### src/design/rfr_pkg.sv
// Shared types and constants for the remote frame receiver.
package rfr_pkg;

    localparam int BYTE_W        = 8;
    localparam int ADDR_W        = 24;
    localparam int CNT_W         = 5;
    localparam int FRAME_LEN     = 25;
    localparam int SUM_LEN       = 24;
    localparam int HDR_LEN       = 3;
    localparam int PAYLOAD_FIRST = 3;
    localparam int PAYLOAD_LEN   = 20;
    localparam int PAYLOAD_W     = PAYLOAD_LEN * BYTE_W;
    localparam int STATUS_W      = 2;
    localparam int TDATA_W       = 184;

    localparam logic [ADDR_W-1:0] BROADCAST_ADDR = 24'hFF_FFFF;

    typedef logic [BYTE_W-1:0] byte_t;
    typedef logic [ADDR_W-1:0] addr_t;
    typedef logic [CNT_W-1:0]  count_t;

    typedef enum logic [STATUS_W-1:0] {
        ST_ACCEPTED      = 2'd0,
        ST_TOO_SHORT     = 2'd1,
        ST_ADDR_MISMATCH = 2'd2,
        ST_SUM_MISMATCH  = 2'd3
    } status_t;

endpackage

### src/design/remote_frame_receiver.sv
// Top level of the remote frame receiver: byte counter, checksum, payload cell chain, result.
//
// Takes one frame byte per clock cycle with no gaps required between frames.
// Payload bytes 3..22 shift through a row of twenty byte cells as they
// arrive; bytes 0..2 form the destination address and bytes 0..23 are
// summed mod 256 and compared with byte 24. Bytes past the 25th are dropped.
// The transaction carrying tlast produces one result in the next cycle in a
// single-entry output register. The input stalls only while that register
// holds an untaken result and m_tready is low. The address register is
// written through the cfg channel, which is always ready.
module remote_frame_receiver (
    input  logic                        aclk,
    input  logic                        aresetn,
    // configuration
    input  logic                        cfg_valid,
    output logic                        cfg_ready,
    input  logic [rfr_pkg::ADDR_W-1:0]  cfg_data,     // station_address
    // input stream
    input  logic                        s_tvalid,
    output logic                        s_tready,
    input  logic [7:0]                  s_tdata,      // data_byte
    input  logic                        s_tlast,      // frame_end
    // result stream
    output logic                        m_tvalid,
    input  logic                        m_tready,
    // dest_address, rudder_bits, throttle_bits, aileron_bits, elevator_bits,
    // arm_button, flip_button, control_mode, alt_control_mode
    output logic [rfr_pkg::TDATA_W-1:0] m_tdata,
    output logic [rfr_pkg::STATUS_W-1:0] m_tuser      // status
);

    rfr_pkg::addr_t   station_reg;
    rfr_pkg::count_t  count_reg, count_next, count_after;
    rfr_pkg::byte_t   sum_reg, sum_next;
    rfr_pkg::addr_t   hdr_reg, hdr_next, hdr_after;
    logic             match_reg, match_next, match_after;

    logic             m_tvalid_reg, m_tvalid_next;
    rfr_pkg::status_t status_reg, status_next;
    rfr_pkg::addr_t   dest_reg, dest_next;
    logic [rfr_pkg::PAYLOAD_W-1:0] pay_reg, pay_next;

    logic             s_accept;
    logic             in_frame;
    logic             pay_shift;
    rfr_pkg::byte_t   b;
    rfr_pkg::byte_t   cell_q [rfr_pkg::PAYLOAD_LEN];
    logic [rfr_pkg::PAYLOAD_W-1:0] pay_flat;

    assign b         = s_tdata;
    assign s_tready  = !m_tvalid_reg || m_tready;
    assign s_accept  = s_tvalid && s_tready;
    assign cfg_ready = 1'b1;

    assign in_frame  = count_reg < rfr_pkg::CNT_W'(rfr_pkg::FRAME_LEN);
    assign pay_shift = s_accept && in_frame
                     && count_reg >= rfr_pkg::CNT_W'(rfr_pkg::PAYLOAD_FIRST)
                     && count_reg < rfr_pkg::CNT_W'(rfr_pkg::PAYLOAD_FIRST
                                                   + rfr_pkg::PAYLOAD_LEN);

    // byte k of the frame ends up in cell 22-k; cell 0 sits in the top byte
    genvar gi;
    generate
        for (gi = 0; gi < rfr_pkg::PAYLOAD_LEN; gi++) begin : g_cell
            if (gi == 0) begin : g_head
                rfr_cell u_cell (
                    .aclk     (aclk),
                    .shift_en (pay_shift),
                    .d        (b),
                    .q        (cell_q[gi])
                );
            end else begin : g_body
                rfr_cell u_cell (
                    .aclk     (aclk),
                    .shift_en (pay_shift),
                    .d        (cell_q[gi-1]),
                    .q        (cell_q[gi])
                );
            end
            assign pay_flat[rfr_pkg::PAYLOAD_W-1-rfr_pkg::BYTE_W*gi -: rfr_pkg::BYTE_W] =
                cell_q[gi];
        end
    endgenerate

    always_comb begin
        count_after = count_reg;
        hdr_after   = hdr_reg;
        match_after = match_reg;
        sum_next    = sum_reg;
        if (in_frame) begin
            count_after = count_reg + rfr_pkg::CNT_W'(1);
            if (count_reg < rfr_pkg::CNT_W'(rfr_pkg::HDR_LEN)) begin
                hdr_after = {hdr_reg[rfr_pkg::ADDR_W-rfr_pkg::BYTE_W-1:0], b};
            end
            if (count_reg < rfr_pkg::CNT_W'(rfr_pkg::SUM_LEN)) begin
                sum_next = sum_reg + b;
            end else begin
                match_after = (b == sum_reg);
            end
        end

        count_next    = count_reg;
        hdr_next      = hdr_reg;
        match_next    = match_reg;
        m_tvalid_next = m_tvalid_reg && !m_tready;
        status_next   = status_reg;
        dest_next     = dest_reg;
        pay_next      = pay_reg;

        if (s_accept) begin
            count_next = count_after;
            hdr_next   = hdr_after;
            match_next = match_after;
            if (s_tlast) begin
                count_next    = '0;
                hdr_next      = '0;
                match_next    = 1'b0;
                sum_next      = '0;
                m_tvalid_next = 1'b1;
                dest_next     = '0;
                pay_next      = '0;
                if (count_after < rfr_pkg::CNT_W'(rfr_pkg::FRAME_LEN)) begin
                    status_next = rfr_pkg::ST_TOO_SHORT;
                end else begin
                    dest_next = hdr_after;
                    if (hdr_after != station_reg && hdr_after != rfr_pkg::BROADCAST_ADDR) begin
                        status_next = rfr_pkg::ST_ADDR_MISMATCH;
                    end else if (!match_after) begin
                        status_next = rfr_pkg::ST_SUM_MISMATCH;
                    end else begin
                        status_next = rfr_pkg::ST_ACCEPTED;
                        pay_next    = pay_flat;
                    end
                end
            end
        end else begin
            sum_next = sum_reg;
        end
    end

    always_ff @(posedge aclk) begin
        if (!aresetn) begin
            station_reg  <= '0;
            count_reg    <= '0;
            sum_reg      <= '0;
            hdr_reg      <= '0;
            match_reg    <= 1'b0;
            m_tvalid_reg <= 1'b0;
        end else begin
            if (cfg_valid && cfg_ready) begin
                station_reg <= cfg_data;
            end
            count_reg    <= count_next;
            sum_reg      <= sum_next;
            hdr_reg      <= hdr_next;
            match_reg    <= match_next;
            m_tvalid_reg <= m_tvalid_next;
        end
    end

    always_ff @(posedge aclk) begin
        status_reg <= status_next;
        dest_reg   <= dest_next;
        pay_reg    <= pay_next;
    end

    assign m_tvalid = m_tvalid_reg;
    assign m_tuser  = status_reg;
    assign m_tdata  = {pay_reg, dest_reg};

    a_count_sat: assert property (@(posedge aclk) disable iff (!aresetn)
        count_reg <= rfr_pkg::CNT_W'(rfr_pkg::FRAME_LEN))
        else $error("byte count past frame length");

    a_last_result: assert property (@(posedge aclk) disable iff (!aresetn)
        s_accept && s_tlast |=> m_tvalid_reg && count_reg == '0 && sum_reg == '0)
        else $error("frame end did not produce a result or clear state");

    a_pay_zero: assert property (@(posedge aclk) disable iff (!aresetn)
        m_tvalid_reg && status_reg != rfr_pkg::ST_ACCEPTED |-> pay_reg == '0)
        else $error("payload not zero on rejected frame");

    a_short_dest: assert property (@(posedge aclk) disable iff (!aresetn)
        m_tvalid_reg && status_reg == rfr_pkg::ST_TOO_SHORT |-> dest_reg == '0)
        else $error("destination not zero on short frame");

    a_no_shift_late: assert property (@(posedge aclk) disable iff (!aresetn)
        count_reg >= rfr_pkg::CNT_W'(rfr_pkg::PAYLOAD_FIRST + rfr_pkg::PAYLOAD_LEN)
        |-> !pay_shift)
        else $error("payload chain shifted outside payload bytes");

endmodule

### src/design/rfr_cell.sv
// One byte cell of the payload shift chain.
module rfr_cell (
    input  logic           aclk,
    input  logic           shift_en,
    input  rfr_pkg::byte_t d,
    output rfr_pkg::byte_t q
);

    rfr_pkg::byte_t q_reg;

    always_ff @(posedge aclk) begin
        if (shift_en) begin
            q_reg <= d;
        end
    end

    assign q = q_reg;

endmodule
### config.mk
export PLATFORM = sky130hd
export DESIGN_NAME = remote_frame_receiver
export DESIGN_NICKNAME = d
export VERILOG_FILES = /design/src/design/rfr_pkg.sv /design/src/design/remote_frame_receiver.sv /design/src/design/rfr_cell.sv
export SDC_FILE = /design/constraint.sdc
export NUM_CORES = 1
export LEC_CHECK = 0
export ABC_AREA = 1
export BUFFER_PORTS_ARGS = -buffer_cell sky130_fd_sc_hd__buf_2
export CORE_MARGIN = 2
export CORE_UTILIZATION = 51
export CTS_CLUSTER_DIAMETER = 30
export DETAILED_ROUTE_END_ITERATION = 12
export MAX_ROUTING_LAYER = met4
export PLACE_DENSITY = 0.73
export SYNTH_ARGS = -nofsm -noshare
export SYNTH_HDL_FRONTEND = slang
export SYNTH_SLANG_ARGS = --single-unit
### constraint.sdc
create_clock -name aclk -period 13.1 [get_ports aclk]
set_input_delay 0.655 -clock aclk [delete_from_list [all_inputs] [get_ports aclk]]
set_output_delay 0.655 -clock aclk [all_outputs]
set_load 0.02 [all_outputs]
# Word-level counts from Yosys, hierarchy flattened
# Index checks and enable logic that the tools add are counted.
[totals]
output_inout_bits = 189
elab_cells = 70
ff_bits = 409
input_bits = 38
[op_classes]
n_addsub = 2
magnitude_cmp = 6
n_mux = 15
n_eq_ne = 3
reduce_logical = 14
bitwise_logic = 1
[op_table]
columns = ["cell", "n"]
rows = [
  ["$mux W24", 3],
  ["$mux W8", 3],
  ["$ne A24 B24 Y1", 1],
  ["$ne A24 B24 Y1 const B", 1],
  ["$lt A5 B5 Y1 const B", 4],
  ["$mux W5", 2],
  ["$add A8 B8 Y8", 1],
  ["$eq A8 B8 Y1", 1],
  ["$logic_and A1 B1 Y1", 6],
  ["$add A5 B1 Y5 const B", 1],
  ["$ge A5 B2 Y1 const B", 1],
  ["$lt A5 B2 Y1 const B", 1],
  ["$mux W1", 5],
  ["$mux W2", 2],
  ["$reduce_bool A2 Y1", 2],
  ["$reduce_and A3 Y1", 1],
  ["$reduce_or A3 Y1", 1],
  ["$logic_not A1 Y1", 2],
  ["$reduce_and A2 Y1", 1],
  ["$logic_or A1 B1 Y1", 1],
  ["$not A1 Y1", 1],
]

# Longest topological paths before layout
[logic_depth]
ltp_word = 6
ltp_mapped = 17
ltp_nobuf = 14

# Hierarchy
# Synthesis repeated with hierarchy kept, for this count alone.
[unflattened]
cells_unflattened = 1284
area_unflattened_um2 = 15497.4
[by_module_without_submodules]
columns = ["mod", "instances", "area_per_inst_um2", "seq_area_each_um2", "cells_per_inst"]
rows = [
  ["remote_frame_receiver", 1, 10692.8, 6846.6, 1124],
  ["rfr_cell", 20, 240.2, 240.2, 8],
]

# Worst setup path before layout
# No wires, ideal clock.
[synth_timing]
path_type = "input to register"
start = "input m_tready"
end = "register g_cell[0].g_head.u_cell.q_reg[0], enable pin"
setup_time_ps = 875
t_required_ps = 12225
arrival_time_ps = 12192
path_buffers = 1
path_slack_ps = 33
stages = 5
path_cell_list = "inv_1 -> nand2_1 -> nand2_1 -> clkbuf_1 -> nor3_1"
[synth_via]
elab_chain_cells = 5
[synth_lines]
columns = ["item", "line_no", "text"]
rows = [
  ["from (decl)", "remote_frame_receiver.sv:25", "input logic m_tready,"],
  ["$logic_or A1 B1 Y1", "remote_frame_receiver.sv:51", "assign s_tready = !m_tvalid_reg || m_tready;"],
  ["via s_tready", "remote_frame_receiver.sv:20", "output logic s_tready,"],
  ["$logic_and A1 B1 Y1", "remote_frame_receiver.sv:52", "assign s_accept = s_tvalid && s_tready;"],
  ["$logic_and A1 B1 Y1", "remote_frame_receiver.sv:56", "assign pay_shift = s_accept && in_frame"],
  ["$logic_and A1 B1 Y1", "remote_frame_receiver.sv:57", "&& count_reg >= rfr_pkg::CNT_W'(rfr_pkg::PAYLOAD_FIRST)"],
  ["$logic_and A1 B1 Y1", "remote_frame_receiver.sv:58", "&& count_reg < rfr_pkg::CNT_W'(rfr_pkg::PAYLOAD_FIRST"],
  ["via g_cell[0].g_head.u_cell.shift_en", "rfr_cell.sv:4", "input logic shift_en,"],
  ["to (signal assigned)", "rfr_cell.sv:13", "q_reg <= d;"],
  ["to (decl)", "rfr_cell.sv:9", "rfr_pkg::byte_t q_reg;"],
]
# The timed path passes the listed nets, and every way through them passes these cells.
# A chain may end at the register's enable or synchronous reset.

# Final worst setup path
[layout_timing]
start = "register count_reg[1]"
end = "register pay_reg[6] (netlist name) (data pin)"
[layout_via]
elab_chain_cells = 6
word_cells_on_any_way = 15
classes_between = "add/sub (1); order compare (4); eq/ne (2); mux (5); bitwise (1); reduce/logical (2)"
[layout_lines]
columns = ["item", "line_no", "text"]
rows = [
  ["from (decl)", "remote_frame_receiver.sv:33", "rfr_pkg::count_t count_reg, count_next, count_after;"],
  ["from (signal assigned)", "remote_frame_receiver.sv:153", "count_reg <= count_next;"],
  ["$lt A5 B2 Y1", "remote_frame_receiver.sv:92", "if (count_reg < rfr_pkg::CNT_W'(rfr_pkg::HDR_LEN)) begin"],
  ["$mux W24", "remote_frame_receiver.sv:92", ""],
  ["$mux W24", "remote_frame_receiver.sv:90", "if (in_frame) begin"],
  ["$ne A24 B24 Y1", "remote_frame_receiver.sv:126", "if (hdr_after != station_reg && hdr_after != rfr_pkg::BROADCAST_ADDR) begin"],
  ["$logic_and A1 B1 Y1", "remote_frame_receiver.sv:126", ""],
  ["$reduce_or A3 Y1 (no source line) *", "-", ""],
  ["to (signal assigned)", "remote_frame_receiver.sv:164", "pay_reg <= pay_next;"],
  ["to (decl)", "remote_frame_receiver.sv:41", "logic [rfr_pkg::PAYLOAD_W-1:0] pay_reg, pay_next;"],
]
# Mark *: on every way between the ends. The rest lies on a longest branch, timed or not.

==> summary.txt <==
Worst-path clk slew: 50 ps
Post-synth EDFFs: 346
FF+latch count, synth: 409
Least-Margin Pin Slew: 1080 ps
Pwr/cell area: 181 nW/um^2
DRC errors left: 0
Min Clock Period, post-route: 4810 ps
Fillers: 2232
Final setup fails: 0
Starting Density: 52.2%
Vias in the first global route: 9813
Syn_nets: 1365
Sequential share of the synthesized area: 74.8%
YS warnings: 0
Vias: 10093
Rel. slew slack: 27.8%
GRT Overall Usage: 22.1%
Final TNS setup: 0 ps
Startpoint Class: flop
CP max FO: 94
DIE WIDTH: 179 um
Pre-antenna DRT Iters: 5
Longest Clk Path Bufs: 3
Most common library cell in the layout ignoring fill and taps: edfxtp_1
Max Fclk: 0.208 GHz
RSZ-0062 raised after global routing: false
Layout Nets: 1632
Avg Cell Area, Syn: 11.8 sq um
Skew-Pair Late Insertion Delay: 570 ps
Core area: 29900 sq um
Synth area leaders: edfxtp_1, dfxtp_1, inv_1
First-pass GRT wire length: 52100 um
Setup Crit Path Kind: reg -> reg
Worst Hold Class: in -> reg
Post-Syn Area: 15600 sq um
# H-tree levels: 3
Pin count of the biggest net entering global routing: 95
Status: completed
P&R area growth vs syn: 26.0%
Gr ovfl total: 0
Via density per instance: 4.95
Slew Limit Fails: 0
DPL Wire Length: 21000 um
Final Hold Fails: 0
Crit. End Element: flop
Leading cell types in the layout, fill and taps excluded: edfxtp_1, inv_1, buf_2
Leak: 0.00811 uW
Synth Flop Type: edfxtp_1
Critical Path AT: 5200 ps
Row count: 63
CTS tree: done
Initial antenna violation count: 0
I/O Buffers: 225
Peak VDD IR: 127 uV
Wire length per cell: 16.8 um
Root Buffer: clkbuf_16
Worst Path Required: 13490 ps
Die area: 32000 sq um
I/O pin count: 227
Max Cap Viol: 0
Async set-reset flop share out of synthesis: 0%
Synth Instances: 1318
Area share of the largest cell type after synthesis: 66.7%
WL final: 34300 um
Final critical-path share of the clock period: 36.7%
Ratio of cells with drive above 1 in the final layout: 22.4%
Number of unique standard cell types used by synthesis: 28
Antenna cell count: 0
Die H: 179 um
Dominant cell type by area after synthesis: edfxtp_1
Post-CTS sizing: 0
Post-CTS setup buffer count: 0
Iteration-0 DRC count of the detailed router: 762
Final worst slack: 8290 ps
Max FFs per register: 160
Post-CTS Hold Buffers: 0
ANT nets after route: 0
Final Util: 65.7%
Clock sink count: 409
Worst clock skew: 23.6 ps
CTS buffer count: 77
Dpl ws: 8380 ps
GP Congestion: 0.905
==> path summary, 6_finish.rpt <==
path	depth (start not counted)	from	slack, ps	end
hold reg to reg	0	g_cell[6].g_body.u_cell.q[5]	440	g_cell[7].g_body.u_cell.q[5]
setup / recovery	14	count_reg[1]	8290	pay_reg[6]
setup reg to reg	14	count_reg[1]	8290	pay_reg[6]
hold / removal	1	s_tdata[0]	340	g_cell[0].g_head.u_cell.q[0]
==> kinds of logic after synthesis <==
kind of cell,synth area share (%)
AOI/OAI and AO/OA,3.59
adders and majority gates,0.771
and+or+nand+nor,13.0
DFF,74.8
xor gates and xnor gates,0.112
other,0.0241
buffers and inverters,7.74
==> power by group <==
part	total [uW]	switching (uW)	internal, uW
clock network	1960	684	1280
registers	1450	15.2	1440
logic	140	99.5	40.0
==> area by class of cell <==
class / count / area (sq um) / share of cell area, %
clock buffers: 88 / 2010 / 10.2
clock inverters: 56 / 619 / 3.15
inverters: 249 / 935 / 4.76
multi-input cells: 614 / 2750 / 14.0
flip-flops and latches: 409 / 11700 / 59.3
well taps: 390 / 488 / 2.48
repair buffers: 234 / 1190 / 6.08
==> metal layers <==
metal / track usage (%) / up-vias / part of all wire [%]
met5: - / - / 0
met2: 35.9 / 381 / 49
met3: 4.11 / 65 / 7.1
li1: - / 4872 / -
met4: 7.79 / 0 / 2.1
met1: 28.1 / 4775 / 42
==> worst max-delay path: stages, from the launching register on <==
cell and delay [ps]:
dfxtp_1 340, nand2_1 730, nand3_2 720, nand2_1 320, nand2_1 180, nand2_1 100, nand2_1 50, nor2_1 110
nand2_1 60, nor2_1 130, nand3_1 90, nand2_1 180, nand3_4 580, buf_4 670, nor2_1 250
==> cells in the mapped netlist (2+ instances only) <==
master and count:
dfxtp_1 63, buf_6 11, a21boi_0 2, inv_1 246, nand3_1 58, xor2_1 2, buf_4 2, nor2_1 213
inv_2 3, a21oi_1 69, buf_2 7, or2_2 4, o21a_1 2, o21ai_0 34, ha_1 8, clkbuf_1 20
nand4_1 26, nand2_1 186, edfxtp_1 346, nand3_2 2, buf_1 6, nor4_1 2
==> metrics by stage <==
stage | hold slack, ps | power, uW | std cells | area (sq um)
2_1_floorplan | 426 | 1570 | 1318 | 15600
3_3_place_gp | 428 | 1620 | 1896 | 17000
3_5_place_dp | 432 | 1620 | 1896 | 17000
4_1_cts | 318 | 3580 | 2040 | 19600
5_1_grt | 328 | 3660 | 2040 | 19600
6_report | 340 | 3560 | 2040 | 19600
Power figures use the tool's default switching activity.
